## src/hw/rtl/boc_pkg.sv

```systemverilog
`timescale 1ns / 1ps

package boc_pkg;

  // Fixed result format: unsigned Q1.16 cost
  localparam int unsigned FRAC_BITS = 16;
  localparam int unsigned COST_BITS = FRAC_BITS + 1;
  localparam logic [COST_BITS-1:0] ONE_Q16  = COST_BITS'(1) << FRAC_BITS;
  localparam logic [COST_BITS-1:0] INF_CODE = {COST_BITS{1'b1}};

  // Width of the frames-since-update count
  localparam int unsigned AGE_BITS = 8;

  // One restoring quotient bit per divider stage
  localparam int unsigned DIV_STEPS = COST_BITS;

  // Registers from accepted item to result strobe:
  // edges, extents/areas, products, union, divider steps, output register
  localparam int unsigned PIPE_LATENCY = 4 + DIV_STEPS + 1;

endpackage

```

## src/hw/rtl/box_overlap_cost.sv

```systemverilog
`timescale 1ns / 1ps

// Overlap cost for one track/detection box pair per item: cost = 1 - IoU in
// unsigned Q1.16, IoU truncated. An item is taken in every cycle that start is
// high; busy is never raised. Each result appears on done_o once its item has
// passed the stages named below and must be captured in that cycle. Each item
// passes the divider: 17 pipeline stages that each resolve one quotient bit of
// intersection * 2^16 / union, after four stages of edge, extent, area and
// union arithmetic and before one output register. Stale tracks return the
// infinite cost code 131071; a zero union returns cost 1.0 with
// degenerate_union_o set.
module box_overlap_cost #(
  parameter int unsigned COORD_BITS  = 14,
  parameter int unsigned TAG_BITS    = 8,
  parameter int unsigned STALE_LIMIT = 1
) (
  input  logic                            clk_i,
  input  logic                            rst_ni,
  input  logic                            start,
  output logic                            busy,
  input  logic [TAG_BITS-1:0]             row_tag_i,
  input  logic [TAG_BITS-1:0]             col_tag_i,
  input  logic signed [COORD_BITS-1:0]    track_left_i,
  input  logic signed [COORD_BITS-1:0]    track_top_i,
  input  logic [COORD_BITS-2:0]           track_width_i,
  input  logic [COORD_BITS-2:0]           track_height_i,
  input  logic [boc_pkg::AGE_BITS-1:0]    frames_since_update_i,
  input  logic signed [COORD_BITS-1:0]    det_left_i,
  input  logic signed [COORD_BITS-1:0]    det_top_i,
  input  logic [COORD_BITS-2:0]           det_width_i,
  input  logic [COORD_BITS-2:0]           det_height_i,
  output logic                            done_o,
  output logic [TAG_BITS-1:0]             out_row_tag_o,
  output logic [TAG_BITS-1:0]             out_col_tag_o,
  output logic [boc_pkg::COST_BITS-1:0]   cost_q16_o,
  output logic                            infinite_cost_o,
  output logic                            degenerate_union_o
);

  localparam int unsigned SW = COORD_BITS - 1;  // box size
  localparam int unsigned EW = COORD_BITS + 1;  // right/bottom edge, signed
  localparam int unsigned DW = EW + 1;          // extent difference, signed
  localparam int unsigned AW = 2 * SW;          // area
  localparam int unsigned UW = AW + 1;          // area sum and union
  localparam int unsigned CB = boc_pkg::COST_BITS;
  localparam int unsigned NS = boc_pkg::DIV_STEPS;

  // Sideband that travels with each item
  typedef struct packed {
    logic                stale;
    logic                degen;
    logic [TAG_BITS-1:0] row;
    logic [TAG_BITS-1:0] col;
  } side_t;

  // The pipeline never stalls
  assign busy = 1'b0;

  // ---------------------------------------------------------------------------
  // Stage 1: far edges, overlap bounds, staleness
  // ---------------------------------------------------------------------------
  logic signed [EW-1:0]        tr_x, tr_y, dr_x, dr_y;
  logic signed [EW-1:0]        min_r_x_d, min_r_y_d;
  logic signed [COORD_BITS-1:0] max_l_x_d, max_l_y_d;
  logic signed [EW-1:0]        min_r_x_q, min_r_y_q;
  logic signed [COORD_BITS-1:0] max_l_x_q, max_l_y_q;
  logic [SW-1:0]               tw_q, th_q, dw_q, dh_q;
  side_t                       s1_side_d, s1_side_q;
  logic                        s1_vld_q;

  always_comb begin
    tr_x = EW'(track_left_i) + $signed({2'b00, track_width_i});
    tr_y = EW'(track_top_i) + $signed({2'b00, track_height_i});
    dr_x = EW'(det_left_i) + $signed({2'b00, det_width_i});
    dr_y = EW'(det_top_i) + $signed({2'b00, det_height_i});
    min_r_x_d = (tr_x < dr_x) ? tr_x : dr_x;
    min_r_y_d = (tr_y < dr_y) ? tr_y : dr_y;
    max_l_x_d = (track_left_i > det_left_i) ? track_left_i : det_left_i;
    max_l_y_d = (track_top_i > det_top_i) ? track_top_i : det_top_i;
    s1_side_d.stale = frames_since_update_i > boc_pkg::AGE_BITS'(STALE_LIMIT);
    s1_side_d.degen = 1'b0;
    s1_side_d.row   = row_tag_i;
    s1_side_d.col   = col_tag_i;
  end

  always_ff @(posedge clk_i) begin
    min_r_x_q <= min_r_x_d;
    min_r_y_q <= min_r_y_d;
    max_l_x_q <= max_l_x_d;
    max_l_y_q <= max_l_y_d;
    tw_q      <= track_width_i;
    th_q      <= track_height_i;
    dw_q      <= det_width_i;
    dh_q      <= det_height_i;
    s1_side_q <= s1_side_d;
  end

  // ---------------------------------------------------------------------------
  // Stage 2: clamped overlap extents, box areas
  // ---------------------------------------------------------------------------
  logic signed [DW-1:0] ext_x, ext_y;
  logic [SW-1:0]        ix_d, iy_d, ix_q, iy_q;
  logic [AW-1:0]        area_t_q, area_d_q;
  side_t                s2_side_q;
  logic                 s2_vld_q;

  always_comb begin
    ext_x = DW'(min_r_x_q) - DW'(max_l_x_q);
    ext_y = DW'(min_r_y_q) - DW'(max_l_y_q);
    // Disjoint or touching boxes give zero extent
    ix_d  = ext_x[DW-1] ? '0 : ext_x[SW-1:0];
    iy_d  = ext_y[DW-1] ? '0 : ext_y[SW-1:0];
  end

  always_ff @(posedge clk_i) begin
    ix_q      <= ix_d;
    iy_q      <= iy_d;
    area_t_q  <= AW'(tw_q) * AW'(th_q);
    area_d_q  <= AW'(dw_q) * AW'(dh_q);
    s2_side_q <= s1_side_q;
  end

  // ---------------------------------------------------------------------------
  // Stage 3: intersection area, area sum
  // ---------------------------------------------------------------------------
  logic [AW-1:0] inter_q;
  logic [UW-1:0] area_sum_q;
  side_t         s3_side_q;
  logic          s3_vld_q;

  always_ff @(posedge clk_i) begin
    inter_q    <= AW'(ix_q) * AW'(iy_q);
    area_sum_q <= UW'(area_t_q) + UW'(area_d_q);
    s3_side_q  <= s2_side_q;
  end

  // ---------------------------------------------------------------------------
  // Stage 4: union area, zero-union detect
  // ---------------------------------------------------------------------------
  logic [UW-1:0] uni_d, uni_q;
  logic [AW-1:0] inter4_q;
  side_t         s4_side_d, s4_side_q;
  logic          s4_vld_q;

  always_comb begin
    uni_d           = area_sum_q - UW'(inter_q);
    s4_side_d       = s3_side_q;
    s4_side_d.degen = (uni_d == '0);
  end

  always_ff @(posedge clk_i) begin
    uni_q     <= uni_d;
    inter4_q  <= inter_q;
    s4_side_q <= s4_side_d;
  end

  // ---------------------------------------------------------------------------
  // Divider: one restoring quotient bit per stage, MSB first.
  // Intersection never exceeds the union, so the remainder stays below it.
  // ---------------------------------------------------------------------------
  logic [UW-1:0] rem_q [NS];
  logic [UW-1:0] div_uni_q [NS];
  logic [CB-1:0] quo_q [NS];
  side_t         div_side_q [NS];
  logic          div_vld_q [NS];

  for (genvar k = 0; k < NS; k++) begin : g_div
    logic [UW:0]   trial;
    logic          qbit;
    logic [UW-1:0] rem_d;
    logic [CB-1:0] quo_d;
    logic [UW-1:0] uni_in;
    side_t         side_in;

    if (k == 0) begin : g_first
      assign trial   = {1'b0, UW'(inter4_q)};
      assign uni_in  = uni_q;
      assign side_in = s4_side_q;
      assign quo_d   = {{(CB-1){1'b0}}, qbit};
    end else begin : g_next
      assign trial   = {rem_q[k-1], 1'b0};
      assign uni_in  = div_uni_q[k-1];
      assign side_in = div_side_q[k-1];
      assign quo_d   = {quo_q[k-1][CB-2:0], qbit};
    end

    // Subtract the union where it fits
    always_comb begin
      qbit  = (trial >= {1'b0, uni_in});
      rem_d = qbit ? UW'(trial - {1'b0, uni_in}) : trial[UW-1:0];
    end

    always_ff @(posedge clk_i) begin
      rem_q[k]      <= rem_d;
      quo_q[k]      <= quo_d;
      div_uni_q[k]  <= uni_in;
      div_side_q[k] <= side_in;
    end

    // Advance the valid bit
    if (k == 0) begin : g_vld_first
      always_ff @(posedge clk_i or negedge rst_ni) begin
        if (!rst_ni) begin
          div_vld_q[k] <= 1'b0;
        end else begin
          div_vld_q[k] <= s4_vld_q;
        end
      end
    end else begin : g_vld_next
      always_ff @(posedge clk_i or negedge rst_ni) begin
        if (!rst_ni) begin
          div_vld_q[k] <= 1'b0;
        end else begin
          div_vld_q[k] <= div_vld_q[k-1];
        end
      end
    end
  end

  // ---------------------------------------------------------------------------
  // Output register: special codes, then 1 - IoU
  // ---------------------------------------------------------------------------
  logic [CB-1:0] iou_sat;
  logic [CB-1:0] cost_d, cost_q;
  side_t         out_side;
  logic          done_q;
  logic [TAG_BITS-1:0] row_q, col_q;
  logic          inf_q, degen_q;

  always_comb begin
    out_side = div_side_q[NS-1];
    iou_sat  = (quo_q[NS-1] > boc_pkg::ONE_Q16) ? boc_pkg::ONE_Q16 : quo_q[NS-1];
    if (out_side.stale) begin
      cost_d = boc_pkg::INF_CODE;
    end else if (out_side.degen) begin
      cost_d = boc_pkg::ONE_Q16;
    end else begin
      cost_d = boc_pkg::ONE_Q16 - iou_sat;
    end
  end

  always_ff @(posedge clk_i) begin
    cost_q  <= cost_d;
    row_q   <= out_side.row;
    col_q   <= out_side.col;
    inf_q   <= out_side.stale;
    degen_q <= out_side.degen & ~out_side.stale;
  end

  // Valid bits of the front stages and the output strobe
  always_ff @(posedge clk_i or negedge rst_ni) begin
    if (!rst_ni) begin
      s1_vld_q <= 1'b0;
      s2_vld_q <= 1'b0;
      s3_vld_q <= 1'b0;
      s4_vld_q <= 1'b0;
      done_q   <= 1'b0;
    end else begin
      s1_vld_q <= start & ~busy;
      s2_vld_q <= s1_vld_q;
      s3_vld_q <= s2_vld_q;
      s4_vld_q <= s3_vld_q;
      done_q   <= div_vld_q[NS-1];
    end
  end

  assign done_o             = done_q;
  assign out_row_tag_o      = row_q;
  assign out_col_tag_o      = col_q;
  assign cost_q16_o         = cost_q;
  assign infinite_cost_o    = inf_q;
  assign degenerate_union_o = degen_q;

endmodule

```

## config.mk

```make
export PLATFORM = sky130hd
export DESIGN_NAME = box_overlap_cost
export DESIGN_NICKNAME = d
export VERILOG_FILES = /design/src/hw/rtl/boc_pkg.sv /design/src/hw/rtl/box_overlap_cost.sv
export SDC_FILE = /design/constraint.sdc
export NUM_CORES = 2
export LEC_CHECK = 0
export BUFFER_PORTS_ARGS = -buffer_cell sky130_fd_sc_hd__buf_2
export CORE_MARGIN = 2
export CORE_UTILIZATION = 41
export CTS_CLUSTER_DIAMETER = 120
export DETAILED_ROUTE_END_ITERATION = 7
export PLACE_DENSITY = 0.59
export SYNTH_ARGS = -nofsm -noshare
export SYNTH_HDL_FRONTEND = slang
export SYNTH_SLANG_ARGS = --single-unit
```

## constraint.sdc

```tcl
create_clock -name clk_i -period 5.9 [get_ports clk_i]
set_clock_uncertainty 0.05 [all_clocks]
set_input_delay 1.18 -clock clk_i [delete_from_list [all_inputs] [get_ports clk_i]]
set_output_delay 1.18 -clock clk_i [all_outputs]
set_load 0.005 [all_outputs]
```

== Yosys cells after proc, flatten, opt, wreduce, memory -nomap -nowiden ==
Memories as Yosys holds them, arrays and structs flattened.
Index checks and enable logic that the tools add are counted.
Word-level totals
  memories kept: 4
  output and inout bits: 37
  input bits: 135
  flip-flop bits (word level): 420
  memory bits (writable): 1513
  bits in read-only memories: 0
  latch bits: 0
Memory list
  div_uni_q: words 17, width 27, read ports 16, clocked after Yosys merged registers in 0, wr ports 17, RTL line box_overlap_cost.sv:162  | logic [UW-1:0] div_uni_q [NS];
  rem_q: words 17, width 27, read ports 16, clocked after Yosys merged registers in 0, wr ports 17, RTL line box_overlap_cost.sv:161  | logic [UW-1:0] rem_q [NS];
  div_side_q: words 17, width 18, read ports 17, clocked after Yosys merged registers in 0, wr ports 17, RTL line box_overlap_cost.sv:164  | side_t div_side_q [NS];
  quo_q: words 17, width 17, read ports 17, clocked after Yosys merged registers in 0, wr ports 17, RTL line box_overlap_cost.sv:163  | logic [CB-1:0] quo_q [NS];
Operators by class
  div/mod/pow operators: 0
  mux-type cells: 23
  bitwise operators: 2
  reductions and logical operators: 2
  multipliers: 3
  $add $sub $neg: 26
  shift-type cells: 0
  eq/ne operators: 0
  magnitude comparators: 23
Operators with widths (count)
  two-way mux 27 bit: 17
  greater-or-equal comparator 28 x 27 -> 1 bit: 16
  subtractor 27 bit: 16
  multiplier 13 x 13 -> 26 bit: 3
  adder 14 x 14 -> 15 bit: 4
  subtractor 15 x 14 -> 16 bit: 2
  < comparator 15 bit: 2
  two-way mux 15 bit: 2
  greater-than comparator 14 bit: 2
  two-way mux 14 bit: 2
  adder 26 x 26 -> 27 bit: 1
  greater-or-equal comparator 26 x 27 -> 1 bit: 1
  zero test 27 bit: 1
  subtractor 26 x 27 -> 27 bit: 1
  subtractor 27 x 26 -> 27 bit: 1
  greater-than comparator 17 bit, second input constant: 1
  two-way mux 17 bit: 1
  subtractor 17 bit, first input constant: 1
  two-way mux 16 bit: 1
  greater-than comparator 8 x 1 -> 1 bit, second input constant: 1
  OR reduction 2 bit: 1
  bitwise AND 1 bit: 1
  inverter 1 bit: 1

== Logic depth before layout (Yosys ltp) ==
An unclocked memory read counts as a cell.
  word-level depth: 5
  depth in mapped cells: 23

== Worst setup path before layout ==
OpenSTA, ideal clock, no wires.
  path type: register -> register
  start: register ix_q[6]
  end: register inter_q[24]
  period minus slack after synthesis: 5.923 ns
  arrival time: 5.801 ns
  stages on the path, launching flop included: 23
  setup slack: -0.023 ns
  buffers on the path: 1
  cell sequence: dfxtp_1 -> clkbuf_1 -> and2_1 -> fa_1 -> inv_1 -> fa_1 -> inv_1 -> fa_1 -> fa_1 -> inv_1 -> fa_1 -> inv_1 -> ha_1 -> or3_1 -> and3_1 -> a22oi_1 -> o31ai_1 -> o41ai_1 -> o21ai_0 -> o41a_1 -> a21o_1 -> a21oi_1 -> xnor2_1
On the way
  cells in the longest elaborated chain, start to end: 1
Ends and longest elaborated chain
  from (decl): RTL line box_overlap_cost.sv:102  | logic [SW-1:0] ix_d, iy_d, ix_q, iy_q;
  from (signal assigned): RTL line box_overlap_cost.sv:116  | ix_q <= ix_d;
  multiplier 13 x 13 -> 26 bit: RTL line box_overlap_cost.sv:132  | inter_q <= AW'(ix_q) * AW'(iy_q);
  to (signal assigned): RTL line box_overlap_cost.sv:132
  to (decl): RTL line box_overlap_cost.sv:126  | logic [AW-1:0] inter_q;
Every way passes these cells.
A chain may end at the register's enable or synchronous reset.

== Worst setup path after layout ==
  start: register iy_q[3]
  end: register inter_q[24]
On the way
  cells in the longest elaborated chain, start to end: 1
Ends and longest elaborated chain
  from (decl): RTL line box_overlap_cost.sv:102
  from (signal assigned): RTL line box_overlap_cost.sv:117  | iy_q <= iy_d;
  multiplier 13 x 13 -> 26 bit: RTL line box_overlap_cost.sv:132
Every way passes these cells.

==> flow_results.org <==
** CTS
- For the worst-skew pair, the clock arrives at the later sink with an insertion delay of 0.85 ns.
- Clock root buffer :: sky130_fd_sc_hd__clkbuf_16
- Total setup buffers inserted after CTS :: 0
- After clock tree synthesis, the clock-pin slew on the worst setup and hold paths is 0.06 ns.
- CTS saw 1,743 sinks.
- Clock buffer count from CTS :: 187
- Cts hold-fix bufs :: 0
- No sink is reached through more buffers than the 3 on the longest clock path.
- TritonCTS built the clock tree.
- Number of H-tree branching levels :: 4

** Critical path
- The largest single stage delay on the critical path is 0.54 ns.
- Capture point of the critical path :: inter_q[24]
- Critical path cell sequence :: and2_1 > fa_1 > inv_1 > fa_1 > inv_1 > fa_1 > fa_1 > inv_1 > fa_1 > inv_1 > ha_1 > or3_4 > and3_4 > a22oi_2 > o31ai_2 > o41ai_2 > o21ai_1 > o41a_1 > a21o_1 > a21oi_2 > xnor2_1
- Among all stages on the critical path, the largest delay is contributed by sky130_fd_sc_hd__fa_1.
- Number of buffer and inverter stages on the critical path :: 4
- Beginning of the critical path :: iy_q[3]
- At the worst endpoint, the required time is 6.61 ns.
- Startpoint types :: flop
- Flop-to-flop setup slack :: 0.08 ns
- Critical path depth :: 21
- At the worst endpoint, the arrival time is 6.53 ns.
- Most common cell on crit path :: sky130_fd_sc_hd__fa_1
- Critical path's top delay family :: adder cells
- The worst setup path is captured at a flop.
- Category of the most critical setup path :: reg -> reg
- Critical register-to-register path endpoint :: inter_q[24]
- For the worst flop-to-flop path, the logic depth is 21.
- Of all nets on the critical path, the largest fanout is 5.
- The startpoint identified for the worst register-to-register timing path is iy_q[3].

** Cells and area
- At the end of the flow, the number of nets in the layout was 10,728.
- Final instance count without filler cells :: 12,325
- The filler cells instantiated in the layout total 19,866.
- Layout overhead on the synthesized area :: 13.2%
- Of the cells placed in the final design, the portion with a size suffix greater than 1 is 9.50%.

** Synthesis
- Average size of a mapped cell :: 9.65 µm²
- After synthesis, flip-flops and latches occupy 40.1% of the total area.
- Post-synthesis async set-or-reset flop share :: 1.26%
- Synthesis produced 9,040 cells.
- For this run, the leading register cell type out of synthesis is sky130_fd_sc_hd__dfxtp_1.
- For this run, the number of Yosys warnings is 0.
- In the post-synthesis netlist, the cell with the most instances is sky130_fd_sc_hd__dfxtp_1.
- In the post-synthesis netlist, the biggest area contributors are sky130_fd_sc_hd__dfxtp_1, sky130_fd_sc_hd__ha_1, sky130_fd_sc_hd__fa_1.
- Counting flops with a built-in enable in the synthesized netlist gives 0.
- Portion of synthesized cell area occupied by the leading cell type :: 39.5%
- Syn Nets :: 10,423
- Synthesis inferred 1,743 register bits.
- Post-synthesis cell type with the largest combined area :: sky130_fd_sc_hd__dfxtp_1
- Most frequent cells after synthesis :: sky130_fd_sc_hd__dfxtp_1, sky130_fd_sc_hd__inv_1, sky130_fd_sc_hd__ha_1
- After synthesis, the netlist uses 83 different library cells.
- Total standard cell area after synthesis :: 87,200 µm²

** Hold path
- Class of the worst hold path :: in -> async

** GRT
- GRT Residual Overflow :: 0
- Overall routing resource usage :: 18.1%
- The initial antenna violation count is 2.
- Entering global routing, the biggest net connects 54 pins.
- The via count of the first global-routing pass came to 61,437.
- The first global-routing pass estimated 320,000 µm of wire.

** STA
- For the pin with the worst max-slew slack, the measured transition is 1.35 ns.
- The final hold violation count is 0.
- For the finished layout, the period the worst path requires is 5.82 ns.
- Setup violations remaining at the end of the flow were counted as 0.
- The number of slew-limit violations in the final report came to 0.
- Final clock period utilization by the worst path :: 98.6%
- Maximum frequency from static timing analysis :: 172 MHz
- Setup repair after global routing missed its margin :: true
- Measured against its own limit, the worst slew margin works out to 7.44%.

** Die
- Effective utilization at floorplan :: 41.2%
- Rows :: 169
- The core region is 212,000 µm².
- Die X :: 465 µm
- Die extent in y :: 465 µm
- Die outline area :: 216,000 µm²
- During I/O placement, the number of pins put on the boundary was 172.

** Place
- Including well taps, the total number of placed cells is 11,977.
- Last weighted congestion value of the routability-driven placer :: 0.917
- Final HPWL from detailed placement :: 157,000 µm
- Port buffering added 169 buffers.

** Detailed routing
- The first TritonRoute pass finished after 7 iterations.
- After detailed routing, the number of remaining DRC violations is 0.
- DR vias :: 60,828
- Total length of routed wires :: 196,000 µm
- Antenna Violating Nets Remaining :: 0
- Starting DRC count in detailed routing :: 3,274
- After detailed routing, the number of vias per cell comes to 4.94.
- In the final routed layout, each cell accounts on average for 15.9 µm.

** Run
- Across the run, the number of max-cap violations was 0.

** Run status
- Outcome :: finished, final reports clean
[worst min-delay path by stage]
stage | endpoint | slack (ns)
2_1_floorplan | div_side_q[0][0] | 0.26
3_3_place_gp | div_side_q[0][192] | 0.26
3_5_place_dp | div_side_q[0][103] | 0.26
4_1_cts | done_o | 0.18
5_1_grt | div_vld_q[0] | 0.24
6_report | div_vld_q[0] | 0.25
[registers in the layout, indices dropped and copies added (netlist names), 15 cells and up]
| signal | flops |
|---|---|
| s1_side_q | 17 |
| cost_q16_o | 17 |
| div_vld_q | 17 |
| g_div.side_in | 18 |
| s3_side_q | 17 |
| g_div.uni_in | 27 |
| min_r_y_q | 15 |
| div_side_q | 306 |
| div_uni_q | 432 |
| area_sum_q | 27 |
| s2_side_q | 17 |
| rem_q | 432 |
| quo_q | 153 |
| area_t_q | 26 |
| min_r_x_q | 15 |
| area_d_q | 26 |
| inter4_q | 26 |
| inter_q | 26 |
[kinds of logic after synthesis]
| group | Yosys count | synth area share [%] |
|---|---|---|
| compound gates | 1686 | 12.1 |
| xor+xnor | 527 | 5.29 |
| fa+ha+maj | 1248 | 21.2 |
| buf+inv | 1434 | 6.19 |
| flops | 1743 | 40.1 |
| mux | 261 | 3.32 |
| other cells | 1 | 0.00430 |
| simple gates | 2140 | 11.8 |
[layout by cell type (no fill, tap or decap), types with 24 or more instances in the layout]
master                      netlist  routed
sky130_fd_sc_hd__a211oi_1        44      44
sky130_fd_sc_hd__a21boi_0        24      24
sky130_fd_sc_hd__a21o_1         224     224
sky130_fd_sc_hd__a21oi_1        549     546
sky130_fd_sc_hd__a31oi_1         60      60
sky130_fd_sc_hd__and2_1         275     274
sky130_fd_sc_hd__and3_1          45      44
sky130_fd_sc_hd__buf_2            8     169
sky130_fd_sc_hd__buf_4            1     123
sky130_fd_sc_hd__clkbuf_1       163      34
sky130_fd_sc_hd__clkbuf_16        0     188
sky130_fd_sc_hd__clkbuf_8         0      36
sky130_fd_sc_hd__clkinv_2         0      28
sky130_fd_sc_hd__dfxtp_1       1721    1710
sky130_fd_sc_hd__fa_1           387     385
sky130_fd_sc_hd__ha_1           861     861
sky130_fd_sc_hd__inv_1         1256    1253
sky130_fd_sc_hd__mux2_2         226     226
sky130_fd_sc_hd__mux2i_1         33      33
sky130_fd_sc_hd__nand2_1        661     661
sky130_fd_sc_hd__nand2b_1        75      75
sky130_fd_sc_hd__nand3_1        124     124
sky130_fd_sc_hd__nand4_1         77      77
sky130_fd_sc_hd__nor2_1         498     498
sky130_fd_sc_hd__nor2b_1        102     102
sky130_fd_sc_hd__nor3_1         138     138
sky130_fd_sc_hd__nor4_1          27      27
sky130_fd_sc_hd__o211ai_1        26      26
sky130_fd_sc_hd__o21a_1          94      94
sky130_fd_sc_hd__o21ai_0        359     356
sky130_fd_sc_hd__o21bai_1        68      68
sky130_fd_sc_hd__o31ai_1         35      34
sky130_fd_sc_hd__or3_1           35      34
sky130_fd_sc_hd__xnor2_1        340     340
sky130_fd_sc_hd__xor2_1         187     187
[what timing repair did]
item | in CTS | in global routing
gates resized for setup | 8 | 22
endpoints found under the setup margin | 1 | 6
pin swaps | 2 | 10
[final cells by class]
cell class | count | area (µm²) | area share [%]
Timing Repair Buffer | 292 | 1770 | 1.79
Sequential cell | 1743 | 35000 | 35.5
Clock buffer | 258 | 5330 | 5.40
Multi-Input combinational cell | 5863 | 47000 | 47.6
Antenna cell | 2 | 5.00 | 0.00507
Inverter | 1258 | 4720 | 4.78
Tap cell | 2821 | 3530 | 3.58
Clock inverter | 88 | 1370 | 1.39
[per-stage QoR]
step                TNS, ns  area, µm²  setup WS, ns  util, %  hold WS (ns)
floorplan                 0      87200         0.125        -         0.260
global placement    -0.0826      92000       -0.0826     43.4         0.260
detailed placement  -0.0404      92000       -0.0404     43.4         0.262
CTS                       0      98700       0.00781     46.6         0.181
global route        -0.0687      98700       -0.0687     46.6         0.240
finish                    0      98700        0.0813     46.6         0.245
[per-layer routing]
layer	share of wire (%)	up-vias	GRT usage, %
met3	4.1	350	2.62
met5	0	-	0
li1	-	30661	-
met4	3.4	0	6.51
met2	47	1245	31.2
met1	45	28572	22.9
[worst reg2reg max path, cell delays in order, from the launching register on]
cell and delay [ns]:
sky130_fd_sc_hd__dfxtp_4 0.36, sky130_fd_sc_hd__and2_1 0.16, sky130_fd_sc_hd__fa_1 0.53, sky130_fd_sc_hd__inv_1 0.05
sky130_fd_sc_hd__fa_1 0.54, sky130_fd_sc_hd__inv_1 0.06, sky130_fd_sc_hd__fa_1 0.50, sky130_fd_sc_hd__fa_1 0.50
sky130_fd_sc_hd__inv_1 0.06, sky130_fd_sc_hd__fa_1 0.54, sky130_fd_sc_hd__inv_1 0.04, sky130_fd_sc_hd__ha_1 0.19
sky130_fd_sc_hd__or3_4 0.36, sky130_fd_sc_hd__and3_4 0.18, sky130_fd_sc_hd__a22oi_2 0.15, sky130_fd_sc_hd__o31ai_2 0.11
sky130_fd_sc_hd__o41ai_2 0.32, sky130_fd_sc_hd__o21ai_1 0.16, sky130_fd_sc_hd__o41a_1 0.42, sky130_fd_sc_hd__a21o_1 0.19
sky130_fd_sc_hd__a21oi_2 0.13, sky130_fd_sc_hd__xnor2_1 0.13
Power is left out: the tool's default activity adds up to more than one toggle a clock period on the data nets, which glitch-free logic cannot reach.
